<file path="src/rtl/core/mesh_router_dimension_order_core_assert.svh">
// Assertion macros shared by the router core.
// Clocked on i_clk, disabled while i_rst_n is low.
`ifndef MESH_ROUTER_DIMENSION_ORDER_CORE_ASSERT_SVH
`define MESH_ROUTER_DIMENSION_ORDER_CORE_ASSERT_SVH

// same-cycle implication
`define MRDO_ASSERT_IMP(lbl, ante, cons, msg) \
    lbl: assert property (@(posedge i_clk) disable iff (!i_rst_n) (ante) |-> (cons)) \
        else $error(msg);

// next-cycle implication
`define MRDO_ASSERT_NEXT(lbl, ante, cons, msg) \
    lbl: assert property (@(posedge i_clk) disable iff (!i_rst_n) (ante) |=> (cons)) \
        else $error(msg);

`endif

</file>
<file path="src/rtl/core/mrdo_pkg.sv">
package mrdo_pkg;

    localparam int MAX_PORTS = 4;
    localparam int CMDQ_DEPTH = 2;
    localparam logic [2:0] LOCAL_PORT_CODE = 3'd4;

    typedef enum logic [1:0] {
        DIR_UP    = 2'd0,
        DIR_DOWN  = 2'd1,
        DIR_LEFT  = 2'd2,
        DIR_RIGHT = 2'd3
    } t_dir;

    typedef enum logic {
        CMD_PACKET = 1'b0,
        CMD_SEND   = 1'b1
    } t_cmd_kind;

    typedef enum logic [2:0] {
        CFG_ROUTER_ID  = 3'd0,
        CFG_PORT_DIR_0 = 3'd1,
        CFG_PORT_DIR_1 = 3'd2,
        CFG_PORT_DIR_2 = 3'd3,
        CFG_PORT_DIR_3 = 3'd4
    } t_cfg_index;

    // opcode in the lowest bits, same layout as the stream words
    typedef struct packed {
        logic [15:0] color;
        logic [7:0]  ypos;
        logic [7:0]  xpos;
        logic [7:0]  receiver;
        logic [7:0]  sender;
        logic [7:0]  tag;
        logic [7:0]  opcode;
    } t_packet;

    typedef struct packed {
        t_cmd_kind              kind;
        logic                   to_local;
        logic [MAX_PORTS-1:0]   port_mask;
        t_packet                pkt;
    } t_cmd;

    typedef struct packed {
        logic full;
        logic empty;
    } t_q_status;

    typedef enum logic [1:0] {
        BK_IDLE,
        BK_LOAD,
        BK_EMIT
    } t_back_state;

endpackage

</file>
<file path="src/rtl/core/mrdo_front.sv">
module mrdo_front #(
    parameter int PORTS = 4
) (
    input  logic                i_clk,
    input  logic                i_rst_n,
    input  logic                i_cfg_valid,
    input  logic [2:0]          i_cfg_index,
    input  logic [7:0]          i_cfg_data,
    input  logic                s_axis_tvalid,
    output logic                s_axis_tready,
    input  logic [63:0]         s_axis_tdata,
    input  logic [0:0]          s_axis_tuser,
    input  mrdo_pkg::t_q_status i_q_status,
    output logic                o_push,
    output mrdo_pkg::t_cmd      o_cmd
);
    import mrdo_pkg::*;

    logic [7:0] r_router_id;
    t_dir       r_port_dir [MAX_PORTS];

    always_ff @(posedge i_clk) begin
        if (!i_rst_n) begin
            r_router_id <= 8'd0;
            for (int i = 0; i < MAX_PORTS; i++) begin
                r_port_dir[i] <= t_dir'(2'(i));
            end
        end else if (i_cfg_valid) begin
            case (t_cfg_index'(i_cfg_index))
                CFG_ROUTER_ID:  r_router_id   <= i_cfg_data;
                CFG_PORT_DIR_0: r_port_dir[0] <= t_dir'(i_cfg_data[1:0]);
                CFG_PORT_DIR_1: r_port_dir[1] <= t_dir'(i_cfg_data[1:0]);
                CFG_PORT_DIR_2: r_port_dir[2] <= t_dir'(i_cfg_data[1:0]);
                CFG_PORT_DIR_3: r_port_dir[3] <= t_dir'(i_cfg_data[1:0]);
                default: ;
            endcase
        end
    end

    t_packet   pkt;
    t_cmd_kind kind;
    t_dir      dir;
    logic      to_local;
    logic      drop;

    // row first, then column
    always_comb begin
        pkt      = t_packet'(s_axis_tdata);
        kind     = t_cmd_kind'(s_axis_tuser[0]);
        to_local = (pkt.receiver == r_router_id);
        if (pkt.receiver[3:0] > r_router_id[3:0]) begin
            dir = DIR_DOWN;
        end else if (pkt.receiver[3:0] < r_router_id[3:0]) begin
            dir = DIR_UP;
        end else if (pkt.receiver[7:4] > r_router_id[7:4]) begin
            dir = DIR_RIGHT;
        end else begin
            dir = DIR_LEFT;
        end
        drop = (kind == CMD_PACKET) && (pkt.opcode == 8'd0);

        o_cmd.kind      = kind;
        o_cmd.pkt       = pkt;
        o_cmd.to_local  = (kind == CMD_PACKET) && to_local;
        o_cmd.port_mask = '0;
        for (int q = 0; q < MAX_PORTS; q++) begin
            if (q < PORTS) begin
                o_cmd.port_mask[q] = (kind == CMD_PACKET) && !to_local
                                     && (r_port_dir[q] == dir);
            end
        end
    end

    assign s_axis_tready = !i_q_status.full;
    assign o_push        = s_axis_tvalid && !i_q_status.full && !drop;

endmodule

</file>
<file path="src/rtl/core/mrdo_cmd_queue.sv">
module mrdo_cmd_queue (
    input  logic                i_clk,
    input  logic                i_rst_n,
    input  logic                i_push,
    input  mrdo_pkg::t_cmd      i_cmd,
    input  logic                i_pop,
    output mrdo_pkg::t_cmd      o_cmd,
    output mrdo_pkg::t_q_status o_status
);
    import mrdo_pkg::*;

    localparam int PW = (CMDQ_DEPTH > 1) ? $clog2(CMDQ_DEPTH) : 1;
    localparam int CW = $clog2(CMDQ_DEPTH + 1);

    t_cmd          r_slot [CMDQ_DEPTH];
    logic [PW-1:0] r_wr_ptr;
    logic [PW-1:0] r_rd_ptr;
    logic [CW-1:0] r_count;
    logic          push_ok;
    logic          pop_ok;

    assign o_status.full  = (r_count == CW'(CMDQ_DEPTH));
    assign o_status.empty = (r_count == '0);
    assign push_ok        = i_push && !o_status.full;
    assign pop_ok         = i_pop && !o_status.empty;
    assign o_cmd          = r_slot[r_rd_ptr];

    always_ff @(posedge i_clk) begin
        if (push_ok) begin
            r_slot[r_wr_ptr] <= i_cmd;
        end
    end

    always_ff @(posedge i_clk) begin
        if (!i_rst_n) begin
            r_wr_ptr <= '0;
            r_rd_ptr <= '0;
            r_count  <= '0;
        end else begin
            if (push_ok) begin
                r_wr_ptr <= (r_wr_ptr == PW'(CMDQ_DEPTH - 1)) ? '0 : r_wr_ptr + 1'b1;
            end
            if (pop_ok) begin
                r_rd_ptr <= (r_rd_ptr == PW'(CMDQ_DEPTH - 1)) ? '0 : r_rd_ptr + 1'b1;
            end
            if (push_ok && !pop_ok) begin
                r_count <= r_count + 1'b1;
            end else if (pop_ok && !push_ok) begin
                r_count <= r_count - 1'b1;
            end
        end
    end

endmodule

</file>
<file path="src/rtl/core/mrdo_back.sv">
module mrdo_back #(
    parameter int PORTS        = 4,
    parameter int BUFFER_DEPTH = 8
) (
    input  logic                i_clk,
    input  logic                i_rst_n,
    input  mrdo_pkg::t_cmd      i_cmd,
    input  mrdo_pkg::t_q_status i_q_status,
    output logic                o_q_pop,
    output logic                m_axis_tvalid,
    input  logic                m_axis_tready,
    output logic [63:0]         m_axis_tdata,
    output logic [3:0]          m_axis_tuser,
    output logic                m_axis_tlast
);
    import mrdo_pkg::*;

    localparam int NQ   = PORTS + 1;
    localparam int QW   = $clog2(NQ);
    localparam int AW   = (BUFFER_DEPTH > 1) ? $clog2(BUFFER_DEPTH) : 1;
    localparam int FW   = $clog2(BUFFER_DEPTH + 1);
    localparam int SUMW = FW + 1;

    t_back_state   r_state;
    t_back_state   n_state;
    logic [QW-1:0] r_step;
    logic [QW-1:0] sel_q;
    logic          do_push;
    logic          emit_fire;
    logic          last_step;

    logic [FW-1:0] w_fill [NQ];
    t_packet       w_rd   [NQ];

    logic          r_out_valid;
    t_packet       r_out_pkt;
    logic [2:0]    r_out_port;
    logic          r_out_hit;
    logic          r_out_last;

    assign sel_q     = (r_step == '0) ? QW'(PORTS) : r_step - 1'b1;
    assign last_step = (r_step == QW'(PORTS));

    // per-FIFO storage; the read register follows the head every cycle
    for (genvar g = 0; g < NQ; g++) begin : g_fifo
        t_packet         r_mem [BUFFER_DEPTH];
        logic [FW-1:0]   r_fill;
        logic [AW-1:0]   r_head;
        t_packet         r_rd;
        logic            sel;
        logic            push_en;
        logic            pop_en;
        logic [SUMW-1:0] sum;
        logic [AW-1:0]   tail;

        if (g == PORTS) begin : g_local
            assign sel = i_cmd.to_local;
        end else begin : g_mesh
            assign sel = i_cmd.port_mask[g];
        end

        assign push_en = do_push && sel && (r_fill != FW'(BUFFER_DEPTH));
        assign pop_en  = emit_fire && (sel_q == QW'(g)) && (r_fill != '0);
        assign sum     = SUMW'(r_head) + SUMW'(r_fill);
        assign tail    = (sum >= SUMW'(BUFFER_DEPTH)) ? AW'(sum - SUMW'(BUFFER_DEPTH))
                                                      : AW'(sum);

        always_ff @(posedge i_clk) begin
            if (push_en) begin
                r_mem[tail] <= i_cmd.pkt;
            end
            r_rd <= r_mem[r_head];
        end

        always_ff @(posedge i_clk) begin
            if (!i_rst_n) begin
                r_fill <= '0;
                r_head <= '0;
            end else if (push_en) begin
                r_fill <= r_fill + 1'b1;
            end else if (pop_en) begin
                r_fill <= r_fill - 1'b1;
                r_head <= (r_head == AW'(BUFFER_DEPTH - 1)) ? '0 : r_head + 1'b1;
            end
        end

        assign w_fill[g] = r_fill;
        assign w_rd[g]   = r_rd;
    end

    always_comb begin
        n_state = r_state;
        case (r_state)
            BK_IDLE: begin
                if (!i_q_status.empty && (i_cmd.kind == CMD_SEND)) begin
                    n_state = BK_LOAD;
                end
            end
            BK_LOAD: n_state = BK_EMIT;
            BK_EMIT: begin
                if (emit_fire && last_step) begin
                    n_state = BK_IDLE;
                end
            end
            default: n_state = BK_IDLE;
        endcase
    end

    always_comb begin
        o_q_pop   = 1'b0;
        do_push   = 1'b0;
        emit_fire = 1'b0;
        case (r_state)
            BK_IDLE: begin
                o_q_pop = !i_q_status.empty;
                do_push = !i_q_status.empty && (i_cmd.kind == CMD_PACKET);
            end
            BK_EMIT: emit_fire = !r_out_valid || m_axis_tready;
            default: ;
        endcase
    end

    always_ff @(posedge i_clk) begin
        if (!i_rst_n) begin
            r_state     <= BK_IDLE;
            r_step      <= '0;
            r_out_valid <= 1'b0;
        end else begin
            r_state <= n_state;
            if (r_state == BK_LOAD) begin
                r_step <= '0;
            end else if (emit_fire) begin
                r_step <= r_step + 1'b1;
            end
            if (emit_fire) begin
                r_out_valid <= 1'b1;
            end else if (m_axis_tready) begin
                r_out_valid <= 1'b0;
            end
        end
    end

    always_ff @(posedge i_clk) begin
        if (emit_fire) begin
            r_out_hit  <= (w_fill[sel_q] != '0);
            r_out_pkt  <= (w_fill[sel_q] != '0) ? w_rd[sel_q] : '0;
            r_out_port <= (r_step == '0) ? LOCAL_PORT_CODE : 3'(sel_q);
            r_out_last <= last_step;
        end
    end

    assign m_axis_tvalid = r_out_valid;
    assign m_axis_tdata  = r_out_pkt;
    assign m_axis_tuser  = {r_out_hit, r_out_port};
    assign m_axis_tlast  = r_out_last;

endmodule

</file>
<file path="src/rtl/core/mesh_router_dimension_order_core.sv">
// channel   handshake                        payload
// s_axis    s_axis_tvalid / s_axis_tready    tdata: packet, tuser: command
// m_axis    m_axis_tvalid / m_axis_tready    tdata: packet, tuser: port+hit, tlast
// cfg       i_cfg_valid / o_cfg_ready        i_cfg_index, i_cfg_data
//
// Input words land in a two-entry command queue; one word per cycle while it has room.
// Back end: a packet word is popped and written into all matching FIFOs in parallel;
// a send tick is a dequeue, a FIFO read state (BK_LOAD), then PORTS+1 results.
// Results leave through one output register; a stalled m_axis holds the sequencer.
// Synchronous active-low reset clears FIFO counts, pointers and control; no clearing pass.
`include "mesh_router_dimension_order_core_assert.svh"

module mesh_router_dimension_order_core #(
    parameter int PORTS        = 4,
    parameter int BUFFER_DEPTH = 8
) (
    input  logic        i_clk,
    input  logic        i_rst_n,
    input  logic        i_cfg_valid,
    output logic        o_cfg_ready,
    input  logic [2:0]  i_cfg_index,
    input  logic [7:0]  i_cfg_data,
    input  logic        s_axis_tvalid,
    output logic        s_axis_tready,
    // opcode, packet_tag, sender, receiver, xpos, ypos, color[15:0]
    input  logic [63:0] s_axis_tdata,
    // command
    input  logic [0:0]  s_axis_tuser,
    output logic        m_axis_tvalid,
    input  logic        m_axis_tready,
    // out_opcode, out_tag, out_sender, out_receiver, out_xpos, out_ypos, out_color[15:0]
    output logic [63:0] m_axis_tdata,
    // out_port[2:0], out_valid
    output logic [3:0]  m_axis_tuser,
    output logic        m_axis_tlast
);
    import mrdo_pkg::*;

    t_cmd      front_cmd;
    t_cmd      queue_cmd;
    t_q_status q_status;
    logic      q_push;
    logic      q_pop;

    assign o_cfg_ready = 1'b1;

    mrdo_front #(
        .PORTS (PORTS)
    ) u_front (
        .i_clk         (i_clk),
        .i_rst_n       (i_rst_n),
        .i_cfg_valid   (i_cfg_valid),
        .i_cfg_index   (i_cfg_index),
        .i_cfg_data    (i_cfg_data),
        .s_axis_tvalid (s_axis_tvalid),
        .s_axis_tready (s_axis_tready),
        .s_axis_tdata  (s_axis_tdata),
        .s_axis_tuser  (s_axis_tuser),
        .i_q_status    (q_status),
        .o_push        (q_push),
        .o_cmd         (front_cmd)
    );

    mrdo_cmd_queue u_queue (
        .i_clk    (i_clk),
        .i_rst_n  (i_rst_n),
        .i_push   (q_push),
        .i_cmd    (front_cmd),
        .i_pop    (q_pop),
        .o_cmd    (queue_cmd),
        .o_status (q_status)
    );

    mrdo_back #(
        .PORTS        (PORTS),
        .BUFFER_DEPTH (BUFFER_DEPTH)
    ) u_back (
        .i_clk         (i_clk),
        .i_rst_n       (i_rst_n),
        .i_cmd         (queue_cmd),
        .i_q_status    (q_status),
        .o_q_pop       (q_pop),
        .m_axis_tvalid (m_axis_tvalid),
        .m_axis_tready (m_axis_tready),
        .m_axis_tdata  (m_axis_tdata),
        .m_axis_tuser  (m_axis_tuser),
        .m_axis_tlast  (m_axis_tlast)
    );

    // an empty FIFO reports an all-zero word
    `MRDO_ASSERT_IMP(a_empty_word_zero, m_axis_tvalid && !m_axis_tuser[3], m_axis_tdata == 64'd0, "empty result carries data")
    // empty packets are never stored, so a popped word has a nonzero opcode
    `MRDO_ASSERT_IMP(a_popped_opcode, m_axis_tvalid && m_axis_tuser[3], m_axis_tdata[7:0] != 8'd0, "popped word with zero opcode")
    // the last result of a tick belongs to the highest mesh port
    `MRDO_ASSERT_IMP(a_last_port, m_axis_tvalid && m_axis_tlast, m_axis_tuser[2:0] == 3'(PORTS - 1), "tlast on wrong port")
    // results of one tick follow without gaps
    `MRDO_ASSERT_NEXT(a_tick_no_gap, m_axis_tvalid && m_axis_tready && !m_axis_tlast, m_axis_tvalid, "gap inside a send tick")

endmodule

</file>
<file path="config.mk">
export PLATFORM = sky130hd
export DESIGN_NAME = mesh_router_dimension_order_core
export DESIGN_NICKNAME = d
export VERILOG_FILES = /design/src/rtl/core/mrdo_pkg.sv /design/src/rtl/core/mrdo_front.sv /design/src/rtl/core/mrdo_cmd_queue.sv /design/src/rtl/core/mrdo_back.sv /design/src/rtl/core/mesh_router_dimension_order_core.sv
export VERILOG_INCLUDE_DIRS = /design/src /design/src/rtl/core
export SDC_FILE = /design/constraint.sdc
export NUM_CORES = 2
export LEC_CHECK = 0
export BUFFER_PORTS_ARGS = -buffer_cell sky130_fd_sc_hd__buf_2
export CORE_MARGIN = 2
export CORE_UTILIZATION = 60
export DETAILED_ROUTE_END_ITERATION = 7
export HOLD_SLACK_MARGIN = 0.05
export PLACE_DENSITY_LB_ADDON = 0.05
export SLEW_MARGIN = 10
export SYNTH_ARGS = -nofsm -noshare
export SYNTH_HDL_FRONTEND = slang
export SYNTH_SLANG_ARGS = --single-unit
</file>
<file path="constraint.sdc">
create_clock -name i_clk -period 23.1 [get_ports i_clk]
set_input_delay 1.155 -clock i_clk [delete_from_list [all_inputs] [get_ports i_clk]]
set_output_delay 1.155 -clock i_clk [all_outputs]
set_load 0.02 [all_outputs]
</file>
==> results.json <==
{
  "ys_types": 59,
  "pwr-share-comb": 0.114,
  "fill_cells": 12200,
  "fin_crit_sh": 0.197,
  "peakVddDrop_mv": 0.119,
  "critPathArrivalTime_ps": 5100,
  "timing.setup.tns_ps": 0,
  "wl_mm": 282,
  "skew_ps": 49.7,
  "rsz0062_at_grt": "no",
  "reg2regPathDepth": 7,
  "synth.ff_latch_count": 3151,
  "path_max_fanout": 43,
  "synth_top_cell_area_share": 0.720,
  "clockBufferDepth": 4,
  "r2r_slack_ps": 18560,
  "start_util": 0.603,
  "die_area_um2": 197000,
  "tightest_slew_ps": 1250,
  "yosysTopAreaCell": "edfxtp_1",
  "drive_gt1_frac": 0.314,
  "grt_pass1_vias": 53600,
  "ant_nets": 0,
  "io_pins": 153,
  "intPower_uw": 10400,
  "cts_inserted_buffers": 327,
  "grt.overflow.total": 0,
  "ctsHtreeMaxLevel": 5,
  "syn-instance-count": 5180,
  "switching_share": 0.249,
  "cap_viol_max_count": 0,
  "ctsResizeCount": 0,
  "syn_to_final_growth_pct": 12.5,
  "cts_tree": "built",
  "crit_end": "u_back.g_fifo[2].r_mem[3][18]$_DFFE_PP_",
  "grt_max_degree": 78,
  "layout.cells.non_filler": 8299,
  "core_um2": 192000,
  "netlist_area_um2": 116000,
  "slew_headroom": 0.164,
  "grt_pass1_wl_mm": 398,
  "grtUsageTotal": 0.289,
  "nNetsFinal": 5651,
  "fp.dieW_um": 443,
  "leakage_uw": 0.0407,
  "cts_setup_buffers": 0,
  "vias_per_cell": 6.43,
  "vias": 53300,
  "yosys-top-cells-area": "edfxtp_1, mux4_2, dfxtp_1",
  "critPathRequiredTime_ps": 23660,
  "seq_power_share": 0.518,
  "routedWlPerCell_um": 34.0,
  "synth_edf_count": 2777,
  "drc": 0,
  "clkSlewWorstSetupHoldPaths_ps": 60,
  "async_reset_ff_frac": 0,
  "worst_setup_path_start_kind": "flop",
  "hp-class": "in2reg",
  "p_sw_uw": 3430,
  "globalplace.congestion": 0.815,
  "hold_viol": 0,
  "status": "completed",
  "io_buffers": 151,
  "hold_buffers": 0,
  "end_kind": "flop",
  "ff_latch_area_um2": 90900,
  "clk_latency_ps": 970,
  "hpwlAfterDp_mm": 164,
  "fp.dieH_um": 443,
  "ys.flop_type": "edfxtp_1",
  "fp-row-count": 161,
  "ys_seq_area_frac": 0.785,
  "yosys-top-cells-count": "edfxtp_1, mux4_2, mux2_2, dfxtp_1, clkbuf_1",
  "report.final.slew_viol_count": 0,
  "root_buffer": "clkbuf_16",
  "final-setup-viol-count": 0,
  "max_freq_mhz": 220,
  "first_pass_iters": 6,
  "clock_power_share": 0.368,
  "synthesis.nets": 5310,
  "multiInputGateArea_um2": 24100,
  "r2r_end": "u_back.g_fifo[2].r_mem[3][18]$_DFFE_PP_",
  "yosysMostFrequentCell": "edfxtp_1",
  "path_class": "reg2reg",
  "drtIter0Drc": 5755,
  "placedCellCount": 7718,
  "power_density_nw_per_um2": 106,
  "ys_warn_count": 0,
  "clock_sinks": 3151,
  "fin_crit_ps": 4540,
  "antenna_found_initial": 10,
  "syn_area_per_cell_um2": 22.4
}
per-stage QoR:
| stage | util | hold slack (ps) | setup slack, ps | total power [uW] | instance area [um^2] |
|---|---|---|---|---|---|
| 2_1_floorplan | - | 436 | 14350 | 8010 | 116000 |
| 4_1_cts | 0.678 | 342 | 18560 | 13900 | 130000 |
| 5_1_grt | 0.678 | 352 | 18450 | 14200 | 130000 |
| 3_5_place_dp | 0.624 | 454 | 18610 | 8850 | 120000 |
| 3_3_place_gp | 0.624 | 446 | 18690 | 8800 | 120000 |
| 6_report | 0.678 | 380 | 18560 | 13800 | 130000 |
how the worst min path moves through the flow:
stage                                                   start                             endpoint  cells past startpoint
after global placement    u_front.r_router_id[3]$_SDFFE_PN0P_  u_front.r_router_id[3]$_SDFFE_PN0P_                      2
final                                        s_axis_tdata[62]      u_queue.r_slot[1][62]$_DFFE_PP_                      1
after detailed placement  u_front.r_router_id[2]$_SDFFE_PN0P_  u_front.r_router_id[2]$_SDFFE_PN0P_                      2
after floorplan           u_front.r_router_id[1]$_SDFFE_PN0P_  u_front.r_router_id[1]$_SDFFE_PN0P_                      2
after global routing                         s_axis_tdata[45]      u_queue.r_slot[0][45]$_DFFE_PP_                      1
after CTS                                    s_axis_tdata[45]      u_queue.r_slot[1][45]$_DFFE_PP_                      1
critical path, cell delays in order (launching register included):
cell and delay [ps]:
dfxtp_4 670, mux2_4 360, or4_4 620, nor3_1 620, inv_1 330, nor2_1 230
and3_4 480, buf_4 730
final cells by class:
class                           count  share of cell area
Timing Repair Buffer              260              0.0123
Multi-Input combinational cell   1742               0.185
Tap cell                         2526              0.0243
Sequential cell                  3151               0.698
Clock buffer                      451              0.0702
Inverter                           39             0.00112
Antenna cell                        4           0.0000768
Clock inverter                    126             0.00874
flip-flops by register name, summed over array words and instances, names as in the netlist, named ones only:
| signal | flops |
|---|---|
| u_back.g_fifo.r_fill | 20 |
| u_back.g_fifo.r_head | 15 |
| u_back.g_fifo.r_mem | 2560 |
| u_back.g_fifo.r_rd | 320 |
| u_back.m_axis_tdata | 64 |
| u_back.m_axis_tlast | 1 |
| u_back.m_axis_tvalid | 1 |
| u_back.r_out_hit | 1 |
| u_back.r_out_port | 3 |
| u_back.r_state | 2 |
| u_back.r_step | 3 |
| u_front.r_port_dir | 8 |
| u_front.r_router_id | 8 |
| u_queue.r_count | 2 |
| u_queue.r_rd_ptr | 1 |
| u_queue.r_slot | 140 |
| u_queue.r_wr_ptr | 1 |
cell usage in the layout, fill, tap and decap left out, types with 10 or more instances in the layout:
cell type | netlist | final
edfxtp_1 | 2777 | 2777
mux4_2 | 640 | 640
mux2_2 | 385 | 384
dfxtp_1 | 374 | 358
clkbuf_16 | 0 | 336
buf_2 | 18 | 151
mux2i_1 | 149 | 149
nor2_1 | 121 | 110
buf_4 | 2 | 107
a21oi_1 | 101 | 101
clkbuf_1 | 152 | 85
o22ai_1 | 64 | 64
clkinv_2 | 0 | 47
clkinv_1 | 0 | 45
nand2_1 | 45 | 44
inv_1 | 39 | 39
ha_1 | 39 | 39
clkbuf_8 | 0 | 30
bufinv_16 | 0 | 21
xnor2_1 | 20 | 20
dfxtp_4 | 0 | 16
nor4_2 | 0 | 13
nor3_2 | 3 | 13
nor2_4 | 0 | 11
xor2_1 | 11 | 11
nand2b_1 | 10 | 10
nand3_1 | 10 | 10
and3_4 | 0 | 10
fa_1 | 10 | 10
kinds of logic (layout without fill, tap and decap cells):
group | count (synthesis) | in the layout | synth area share
AOI/OAI and AO/OA | 201 | 201 | 0.0102
xor gates and xnor gates | 31 | 31 | 0.00234
adders and majority gates | 49 | 49 | 0.00594
buffers and inverters | 287 | 876 | 0.00975
DFF | 3151 | 3151 | 0.785
muxes | 1175 | 1175 | 0.175
other | 1 | 5 | 0.0000324
and+or+nand+nor | 285 | 285 | 0.0122
per-layer routing:
layer | wire, um | vias to the layer above | GRT usage | part of all wire
li1 | - | 22100 | - | -
met1 | 112000 | 28800 | 0.398 | 0.40
met2 | 144000 | 2035 | 0.481 | 0.51
met3 | 16000 | 427 | 0.0389 | 0.057
met4 | 9910 | 0 | 0.102 | 0.035
met5 | 0 | - | 0 | 0
power by group through the flow:
stage / clock [uW] / combinational, uW / sequential [uW]
finish: 5070 / 1570 / 7150
global route: 5360 / 1660 / 7160
CTS: 5140 / 1590 / 7150
detailed placement: 0 / 1580 / 7270
global placement: 0 / 1540 / 7260
floorplan: 0 / 817 / 7190
No activity file was read; power rests on OpenSTA's default activity.
